File: src/rtl/core/assert_macros.svh
// Assertion macros shared by the key binding table RTL.
// Depends on nothing; the macros expand to nothing when SYNTHESIS is defined.
`ifndef ASSERT_MACROS_SVH
`define ASSERT_MACROS_SVH
`ifndef SYNTHESIS
`define KBT_ASSERT(lbl, clk, rst, prop) \
   lbl: assert property (@(posedge clk) disable iff (rst) (prop)) \
      else $error("assertion failed");
`define KBT_ASSERT_NEXT(lbl, clk, rst, ante, cons) \
   lbl: assert property (@(posedge clk) disable iff (rst) (ante) |=> (cons)) \
      else $error("assertion failed");
`else
`define KBT_ASSERT(lbl, clk, rst, prop)
`define KBT_ASSERT_NEXT(lbl, clk, rst, ante, cons)
`endif
`endif

File: src/rtl/core/kbt_pkg.sv
// Package for the key binding table: sequencer states, codes and defaults.
// Depends on nothing.
`default_nettype none
package kbt_pkg;
   localparam int TABLE_DEPTH_DEF  = 32;
   localparam int NUM_CONTROLS_DEF = 64;

   localparam int KEY_W  = 16;
   localparam int CTL_W  = 6;

   localparam logic [2:0] MODE_REGISTER = 3'd0;
   localparam logic [2:0] MODE_EVENT    = 3'd1;
   localparam logic [2:0] MODE_READ     = 3'd2;
   localparam logic [2:0] MODE_CLEAR    = 3'd3;
   localparam logic [2:0] MODE_SNAPSHOT = 3'd4;

   localparam logic [1:0] EV_DOWN   = 2'd0;
   localparam logic [1:0] EV_TOGGLE = 2'd2;

   localparam logic [1:0] STAT_OK      = 2'd0;
   localparam logic [1:0] STAT_OTHER   = 2'd1;
   localparam logic [1:0] STAT_FULL    = 2'd2;
   localparam logic [1:0] STAT_UNBOUND = 2'd3;

   localparam logic [1:0] CODE_OFF  = 2'd0;
   localparam logic [1:0] CODE_NEW  = 2'd1;
   localparam logic [1:0] CODE_HELD = 2'd2;

   typedef enum logic [2:0] {
      ST_IDLE,
      ST_SEARCH,
      ST_COMPARE,
      ST_SHIFT,
      ST_SHIFT_WR,
      ST_EMIT,
      ST_SNAP
   } kbt_state_type;
endpackage
`default_nettype wire

File: src/rtl/core/key_binding_table_control_state_top.sv
// Key binding table with sorted binding memory, binary search sequencer and control bits.
// Depends on kbt_pkg and assert_macros.svh.
// Each probe of the shared key comparator takes the search and compare states; an insert
// moves each shifted entry through a read and a write state, then writes the new one; read
// and clear go straight to emit. A snapshot sends one transfer per ready cycle, and the
// next request is taken in the cycle after the last result is staged. Reset clears count and bits.
`default_nettype none
`include "assert_macros.svh"
module key_binding_table_control_state_top #(
   parameter int TABLE_DEPTH  = kbt_pkg::TABLE_DEPTH_DEF,
   parameter int NUM_CONTROLS = kbt_pkg::NUM_CONTROLS_DEF
) (
   input  wire logic        clock,
   input  wire logic        reset,
   input  wire logic        req_tvalid,
   output logic             req_tready,
   input  wire logic [23:0] req_tdata,  // key_code[15:0], control_id[21:16], event_kind[23:22]
   input  wire logic [2:0]  req_tuser,  // mode[2:0]
   output logic             rsp_tvalid,
   input  wire logic        rsp_tready,
   output logic [15:0]      rsp_tdata,  // found_control[5:0], control_bit[6], state_code[8:7]
   output logic [1:0]       rsp_tuser,  // status[1:0]
   output logic             rsp_tlast
);
   localparam int EW  = $clog2(TABLE_DEPTH + 1);
   localparam int AW  = $clog2(TABLE_DEPTH);
   localparam int CIW = (NUM_CONTROLS > 1) ? $clog2(NUM_CONTROLS) : 1;
   localparam int DW  = kbt_pkg::KEY_W + kbt_pkg::CTL_W;

   kbt_pkg::kbt_state_type state_ff, state_in;
   logic [2:0]                 mode_ff, mode_in;
   logic [kbt_pkg::KEY_W-1:0]  key_ff, key_in;
   logic [kbt_pkg::CTL_W-1:0]  ctl_ff, ctl_in;
   logic [1:0]                 kind_ff, kind_in;
   logic [EW-1:0]              lo_ff, lo_in, hi_ff, hi_in, idx_ff, idx_in, used_ff, used_in;
   logic [AW-1:0]              mid_ff, mid_in;
   logic [CIW-1:0]             snap_ff, snap_in;
   logic [NUM_CONTROLS-1:0]    pressed_ff, pressed_in, prev_ff, prev_in;
   logic [1:0]                 res_status_ff, res_status_in;
   logic [kbt_pkg::CTL_W-1:0]  res_ctl_ff, res_ctl_in;
   logic                       res_bit_ff, res_bit_in;
   logic                       rsp_valid_ff, rsp_valid_in;
   logic [1:0]                 rsp_status_ff, rsp_status_in;
   logic [kbt_pkg::CTL_W-1:0]  rsp_ctl_ff, rsp_ctl_in;
   logic                       rsp_bit_ff, rsp_bit_in;
   logic [1:0]                 rsp_code_ff, rsp_code_in;
   logic                       rsp_last_ff, rsp_last_in;

   logic [DW-1:0]  mem [TABLE_DEPTH];
   logic [DW-1:0]  rd_data_ff;
   logic           mem_we;
   logic [AW-1:0]  mem_waddr, mem_raddr;
   logic [DW-1:0]  mem_wdata;

   logic [EW:0]               mid_sum;
   logic [AW-1:0]             mid_calc;
   logic [EW-1:0]             idx_dec;
   logic [kbt_pkg::KEY_W-1:0] rd_key;
   logic [kbt_pkg::CTL_W-1:0] rd_ctl;
   logic                      out_free;
   logic                      new_bit;
   logic                      snap_bit;

   function automatic logic ctl_ok(input logic [kbt_pkg::CTL_W-1:0] c);
      return {1'b0, c} < 7'(NUM_CONTROLS);
   endfunction

   assign mid_sum  = {1'b0, lo_ff} + {1'b0, hi_ff};
   assign mid_calc = mid_sum[AW:1];
   assign idx_dec  = idx_ff - EW'(1);
   assign rd_key   = rd_data_ff[DW-1:kbt_pkg::CTL_W];
   assign rd_ctl   = rd_data_ff[kbt_pkg::CTL_W-1:0];
   assign out_free = !rsp_valid_ff || rsp_tready;
   assign snap_bit = pressed_ff[snap_ff];

   assign req_tready = (state_ff == kbt_pkg::ST_IDLE);
   assign rsp_tvalid = rsp_valid_ff;
   assign rsp_tdata  = {7'd0, rsp_code_ff, rsp_bit_ff, rsp_ctl_ff};
   assign rsp_tuser  = rsp_status_ff;
   assign rsp_tlast  = rsp_last_ff;

   always_ff @(posedge clock) begin
      if (mem_we) begin
         mem[mem_waddr] <= mem_wdata;
      end
      rd_data_ff <= mem[mem_raddr];
   end

   always_ff @(posedge clock) begin
      if (reset) begin
         state_ff     <= kbt_pkg::ST_IDLE;
         used_ff      <= '0;
         pressed_ff   <= '0;
         prev_ff      <= '0;
         rsp_valid_ff <= 1'b0;
      end else begin
         state_ff     <= state_in;
         used_ff      <= used_in;
         pressed_ff   <= pressed_in;
         prev_ff      <= prev_in;
         rsp_valid_ff <= rsp_valid_in;
      end
      mode_ff       <= mode_in;
      key_ff        <= key_in;
      ctl_ff        <= ctl_in;
      kind_ff       <= kind_in;
      lo_ff         <= lo_in;
      hi_ff         <= hi_in;
      mid_ff        <= mid_in;
      idx_ff        <= idx_in;
      snap_ff       <= snap_in;
      res_status_ff <= res_status_in;
      res_ctl_ff    <= res_ctl_in;
      res_bit_ff    <= res_bit_in;
      rsp_status_ff <= rsp_status_in;
      rsp_ctl_ff    <= rsp_ctl_in;
      rsp_bit_ff    <= rsp_bit_in;
      rsp_code_ff   <= rsp_code_in;
      rsp_last_ff   <= rsp_last_in;
   end

   always_comb begin
      state_in      = state_ff;
      mode_in       = mode_ff;
      key_in        = key_ff;
      ctl_in        = ctl_ff;
      kind_in       = kind_ff;
      lo_in         = lo_ff;
      hi_in         = hi_ff;
      mid_in        = mid_ff;
      idx_in        = idx_ff;
      snap_in       = snap_ff;
      used_in       = used_ff;
      pressed_in    = pressed_ff;
      prev_in       = prev_ff;
      res_status_in = res_status_ff;
      res_ctl_in    = res_ctl_ff;
      res_bit_in    = res_bit_ff;
      rsp_valid_in  = rsp_valid_ff && !rsp_tready;
      rsp_status_in = rsp_status_ff;
      rsp_ctl_in    = rsp_ctl_ff;
      rsp_bit_in    = rsp_bit_ff;
      rsp_code_in   = rsp_code_ff;
      rsp_last_in   = rsp_last_ff;
      mem_we        = 1'b0;
      mem_waddr     = idx_ff[AW-1:0];
      mem_wdata     = rd_data_ff;
      mem_raddr     = mid_calc;
      new_bit       = 1'b0;
      case (state_ff)
         kbt_pkg::ST_IDLE: begin
            if (req_tvalid) begin
               mode_in = req_tuser;
               key_in  = req_tdata[15:0];
               ctl_in  = req_tdata[21:16];
               kind_in = req_tdata[23:22];
               lo_in   = '0;
               hi_in   = used_ff;
               snap_in = '0;
               case (req_tuser)
                  kbt_pkg::MODE_REGISTER, kbt_pkg::MODE_EVENT: begin
                     state_in = kbt_pkg::ST_SEARCH;
                  end
                  kbt_pkg::MODE_READ: begin
                     res_status_in = kbt_pkg::STAT_OK;
                     res_ctl_in    = req_tdata[21:16];
                     res_bit_in    = ctl_ok(req_tdata[21:16]) ?
                                     pressed_ff[req_tdata[16 +: CIW]] : 1'b0;
                     state_in      = kbt_pkg::ST_EMIT;
                  end
                  kbt_pkg::MODE_CLEAR: begin
                     pressed_in    = '0;
                     res_status_in = kbt_pkg::STAT_OK;
                     res_ctl_in    = '0;
                     res_bit_in    = 1'b0;
                     state_in      = kbt_pkg::ST_EMIT;
                  end
                  kbt_pkg::MODE_SNAPSHOT: begin
                     state_in = kbt_pkg::ST_SNAP;
                  end
                  default: begin
                     state_in = kbt_pkg::ST_IDLE;
                  end
               endcase
            end
         end
         kbt_pkg::ST_SEARCH: begin
            if (lo_ff < hi_ff) begin
               mid_in   = mid_calc;
               state_in = kbt_pkg::ST_COMPARE;
            end else if (mode_ff != kbt_pkg::MODE_REGISTER) begin
               res_status_in = kbt_pkg::STAT_UNBOUND;
               res_ctl_in    = '0;
               res_bit_in    = 1'b0;
               state_in      = kbt_pkg::ST_EMIT;
            end else if (used_ff >= EW'(TABLE_DEPTH)) begin
               res_status_in = kbt_pkg::STAT_FULL;
               res_ctl_in    = '0;
               res_bit_in    = 1'b0;
               state_in      = kbt_pkg::ST_EMIT;
            end else begin
               idx_in   = used_ff;
               state_in = kbt_pkg::ST_SHIFT;
            end
         end
         kbt_pkg::ST_COMPARE: begin
            if (rd_key == key_ff) begin
               res_ctl_in = rd_ctl;
               res_bit_in = 1'b0;
               if (mode_ff == kbt_pkg::MODE_REGISTER) begin
                  res_status_in = (rd_ctl == ctl_ff) ? kbt_pkg::STAT_OK : kbt_pkg::STAT_OTHER;
               end else begin
                  res_status_in = kbt_pkg::STAT_OK;
                  if (ctl_ok(rd_ctl)) begin
                     new_bit = (kind_ff == kbt_pkg::EV_TOGGLE) ?
                               !pressed_ff[rd_ctl[CIW-1:0]] : (kind_ff == kbt_pkg::EV_DOWN);
                     pressed_in[rd_ctl[CIW-1:0]] = new_bit;
                     res_bit_in = new_bit;
                  end
               end
               state_in = kbt_pkg::ST_EMIT;
            end else begin
               if (rd_key < key_ff) begin
                  lo_in = EW'(mid_ff) + EW'(1);
               end else begin
                  hi_in = EW'(mid_ff);
               end
               state_in = kbt_pkg::ST_SEARCH;
            end
         end
         kbt_pkg::ST_SHIFT: begin
            if (idx_ff > lo_ff) begin
               mem_raddr = idx_dec[AW-1:0];
               state_in  = kbt_pkg::ST_SHIFT_WR;
            end else begin
               mem_we        = 1'b1;
               mem_waddr     = lo_ff[AW-1:0];
               mem_wdata     = {key_ff, ctl_ff};
               used_in       = used_ff + EW'(1);
               res_status_in = kbt_pkg::STAT_OK;
               res_ctl_in    = ctl_ff;
               res_bit_in    = 1'b0;
               state_in      = kbt_pkg::ST_EMIT;
            end
         end
         kbt_pkg::ST_SHIFT_WR: begin
            mem_we    = 1'b1;
            mem_waddr = idx_ff[AW-1:0];
            mem_wdata = rd_data_ff;
            idx_in    = idx_dec;
            state_in  = kbt_pkg::ST_SHIFT;
         end
         kbt_pkg::ST_EMIT: begin
            if (out_free) begin
               rsp_valid_in  = 1'b1;
               rsp_status_in = res_status_ff;
               rsp_ctl_in    = res_ctl_ff;
               rsp_bit_in    = res_bit_ff;
               rsp_code_in   = kbt_pkg::CODE_OFF;
               rsp_last_in   = 1'b1;
               state_in      = kbt_pkg::ST_IDLE;
            end
         end
         kbt_pkg::ST_SNAP: begin
            if (out_free) begin
               rsp_valid_in  = 1'b1;
               rsp_status_in = kbt_pkg::STAT_OK;
               rsp_ctl_in    = kbt_pkg::CTL_W'(snap_ff);
               rsp_bit_in    = snap_bit;
               rsp_code_in   = !snap_bit ? kbt_pkg::CODE_OFF :
                               (prev_ff[snap_ff] ? kbt_pkg::CODE_HELD : kbt_pkg::CODE_NEW);
               rsp_last_in   = (snap_ff == CIW'(NUM_CONTROLS - 1));
               prev_in[snap_ff] = snap_bit;
               if (snap_ff == CIW'(NUM_CONTROLS - 1)) begin
                  state_in = kbt_pkg::ST_IDLE;
               end else begin
                  snap_in = snap_ff + CIW'(1);
               end
            end
         end
         default: begin
            state_in = kbt_pkg::ST_IDLE;
         end
      endcase
   end

   `KBT_ASSERT(a_used_in_range, clock, reset, used_ff <= EW'(TABLE_DEPTH))
   `KBT_ASSERT(a_probe_in_window, clock, reset,
      (state_ff != kbt_pkg::ST_COMPARE) || (EW'(mid_ff) < hi_ff && EW'(mid_ff) >= lo_ff))
   `KBT_ASSERT_NEXT(a_insert_counts, clock, reset,
      state_ff == kbt_pkg::ST_SHIFT && idx_ff == lo_ff,
      used_ff == $past(used_ff) + EW'(1))
endmodule
`default_nettype wire
File: config.mk
export PLATFORM = sky130hd
export DESIGN_NAME = key_binding_table_control_state_top
export DESIGN_NICKNAME = d
export VERILOG_FILES = /design/src/rtl/core/kbt_pkg.sv /design/src/rtl/core/key_binding_table_control_state_top.sv
export VERILOG_INCLUDE_DIRS = /design/src /design/src/rtl/core
export SDC_FILE = /design/constraint.sdc
export NUM_CORES = 1
export LEC_CHECK = 0
export ABC_AREA = 1
export BUFFER_PORTS_ARGS = -buffer_cell sky130_fd_sc_hd__buf_2
export CAP_MARGIN = 20
export CORE_ASPECT_RATIO = 2
export CORE_MARGIN = 3
export CORE_UTILIZATION = 55
export CTS_CLUSTER_DIAMETER = 60
export CTS_CLUSTER_SIZE = 14
export DETAILED_ROUTE_END_ITERATION = 8
export GPL_TIMING_DRIVEN = 0
export PLACE_DENSITY_LB_ADDON = 0.3
export SETUP_SLACK_MARGIN = 0.4
export SKIP_CTS_REPAIR_TIMING = 1
export SKIP_LAST_GASP = 1
export SLEW_MARGIN = 25
export SYNTH_ARGS = -nofsm -noshare
export SYNTH_HDL_FRONTEND = slang
export SYNTH_SLANG_ARGS = --single-unit
File: constraint.sdc
create_clock -name clock -period 4.77 [get_ports clock]
set_input_delay 1.1925 -clock clock [delete_from_list [all_inputs] [get_ports clock]]
set_output_delay 1.1925 -clock clock [all_outputs]
set_load 0.02 [all_outputs]
==> results_dict.tcl <==
set metrics [dict create \
    syn2layout_area_growth_pct 13.4 \
    tightestPinTransition_ps 1210 \
    synth_ff_type "edfxtp_1" \
    synth_edf_count 781 \
    drtIter0Drc 4087 \
    hold_class "reg -> reg" \
    cp-end-kind "flop" \
    core_area_um2 80400 \
    cp.arrival_ps 4840 \
    synth.avg_cell_area_um2 9.01 \
    synth.top_cell.area_share_pct 52.6 \
    fin_setup_tns_ps 0 \
    r2r-start "idx_ff[5]" \
    clk_path_buf_depth 3 \
    cts_made_buffers 77 \
    dp_hpwl_mm 120 \
    worstSetupStartpointType "flop" \
    syn_inst 4949 \
    antenna_left 0 \
    start_util_pct 55.5 \
    grt_max_degree 23 \
    die_h_um 409 \
    yosysWarnings 0 \
    first_pass_iters 7 \
    clk_latency_ps 700 \
    synth_area_leaders "edfxtp_1, nand3_1, nand2_1, inv_1, dfxtp_1" \
    antenna_found_initial 5 \
    root_buffer "clkbuf_16" \
    critPathKind "reg -> reg" \
    finalCritPeriodShare_pct 93.1 \
    slew_headroom_pct 19.4 \
    wl_per_cell_um 26.6 \
    setup-violations-final 0 \
    postSynth.asyncResetShare_pct 0 \
    r2r_cells 11 \
    track_usage_pct 38.3 \
    viasPerCell 5.91 \
    grt_overflow 0 \
    min_period_ps 4440 \
    port-buffer-count 43 \
    grt_pass1_wl_mm 234 \
    status "complete, no violations" \
    whs_path_depth 2 \
    fmax_mhz 225 \
    drive_above_1_share_pct 7.19 \
    final_cell_mix "nand2_1, inv_1, nand3_1, edfxtp_1, nor2_1" \
    drc 0 \
    yosys.area.top_type "edfxtp_1" \
    multi_input_area_um2 14100 \
    vias 36900 \
    fin_worst_skew_ps 46.9 \
    ys_ff_latch 941 \
    cp_max_fo 13 \
    area.sequential_um2 26700 \
    die_x_um 207 \
    nFillCells 6715 \
    final_common_cell "nand2_1" \
    ios 52 \
    hold_viol_final 0 \
    maxSlewViolCount 0 \
    critPathLaunch "idx_ff[5]" \
    num_rows 147 \
    netlist_area_um2 44600 \
    final_nets 5220 \
    worstPathRequired_ps 5170 \
    cts_tree "yes" \
    htreeDepth 3 \
    synth.distinct_cells 46 \
    rsz0062_at_grt "true" \
    worstHoldStart "pressed_ff[43]" \
    grt_pass1_vias 35700 \
    finalWirelength_mm 166 \
    cts.reportedPaths.clkPinSlew_ps 70 \
    yosysSeqAreaShare_pct 59.8 \
    dieArea_um2 84800 \
    place_congestion 1.04 \
    maxCapViolCount 0 \
    clock_sinks 941 \
]
metrics by stage:
step | setup WS, ps | hold WS, ps | utilization, % | std cells | area [um2]
after floorplan | 1170 | 444 | - | 4955 | 44600
after global placement | -2960 | 452 | 57.4 | 6041 | 46100
after detailed placement | -69.5 | 459 | 59.8 | 6098 | 48100
after CTS | -105 | 470 | 62.6 | 6213 | 50300
after global routing | 160 | 486 | 62.9 | 6231 | 50600
final | 330 | 467 | 62.9 | 6239 | 50600
synth_stat cells, types with 2 or more instances:
cell type,instances
o2111ai_1,5
o21ai_1,4
inv_1,878
o311ai_0,2
o211ai_1,4
nand4_1,80
ha_1,36
o22ai_1,25
nor3_1,30
o21a_1,44
clkinv_1,4
nor2_1,284
buf_1,39
a21oi_1,118
a22oi_1,8
inv_2,3
xor2_1,7
nand3b_1,66
o31ai_1,5
xnor2_1,3
nand3_1,814
o221ai_1,10
nand2_1,1077
dfxtp_1,160
buf_4,13
clkbuf_1,166
o21ai_0,194
edfxtp_1,781
buf_2,63
a221oi_1,9
nor4_1,2
critical path, cell delays in order, from the launching register on:
cell and delay, ps:
edfxtp_1 500, ha_1 340, nand2_1 60, nor2_1 210, nand3_1 230, nand2_1 120
nand2_1 100, clkbuf_1 270, o21ai_0 650, nand3_2 730, nor2_4 700, buf_16 220
registers in the layout, indices dropped and copies added, names as in the netlist, 3 cells and up:
register    flops
ctl_ff          6
rsp_ctl_ff      6
res_ctl_ff      6
used_ff         6
rd_data_ff     22
snap_ff         6
mode_ff         3
pressed_ff     64
prev_ff        64
state_ff        3
idx_ff          6
mid_ff          5
hi_ff           6
mem           704
key_ff         16
lo_ff           6
path summary, 6_finish.rpt:
check	slack, ps	to
hold reg to reg	470	pressed_ff[43]
setup / recovery	330	mem[4][1]
setup reg to reg	330	mem[4][1]
hold / removal	470	pressed_ff[43]
metal layers:
layer | GRT usage (%) | wire length [um]
met1 | 36.9 | 49200
met5 | 0 | 0
met3 | 6.98 | 13100
met4 | 40.4 | 21800
met2 | 65.9 | 81900
logic make-up after synthesis:
family | count (synthesis) | synth area share, %
compound gates | 436 | 5.58
other cells | 1 | 0.00841
xor+xnor | 10 | 0.196
buf+inv | 1166 | 10.1
fa+ha+maj | 37 | 1.05
flops | 941 | 59.8
simple gates | 2358 | 23.3
area by class of cell:
class                           instances  share of cell area, %
Antenna cell                            8                 0.0396
Clock buffer                          106                   4.04
Sequential cell                       941                   52.7
Clock inverter                          9                  0.317
Timing Repair Buffer                  113                   3.50
Tap cell                             1043                   2.58
Multi-Input combinational cell       2853                   27.9
Inverter                              885                   6.57
Buffer                                281                   2.40
Power is left out: the tool's default activity adds up to more than one toggle a clock period on the data nets, which glitch-free logic cannot reach.
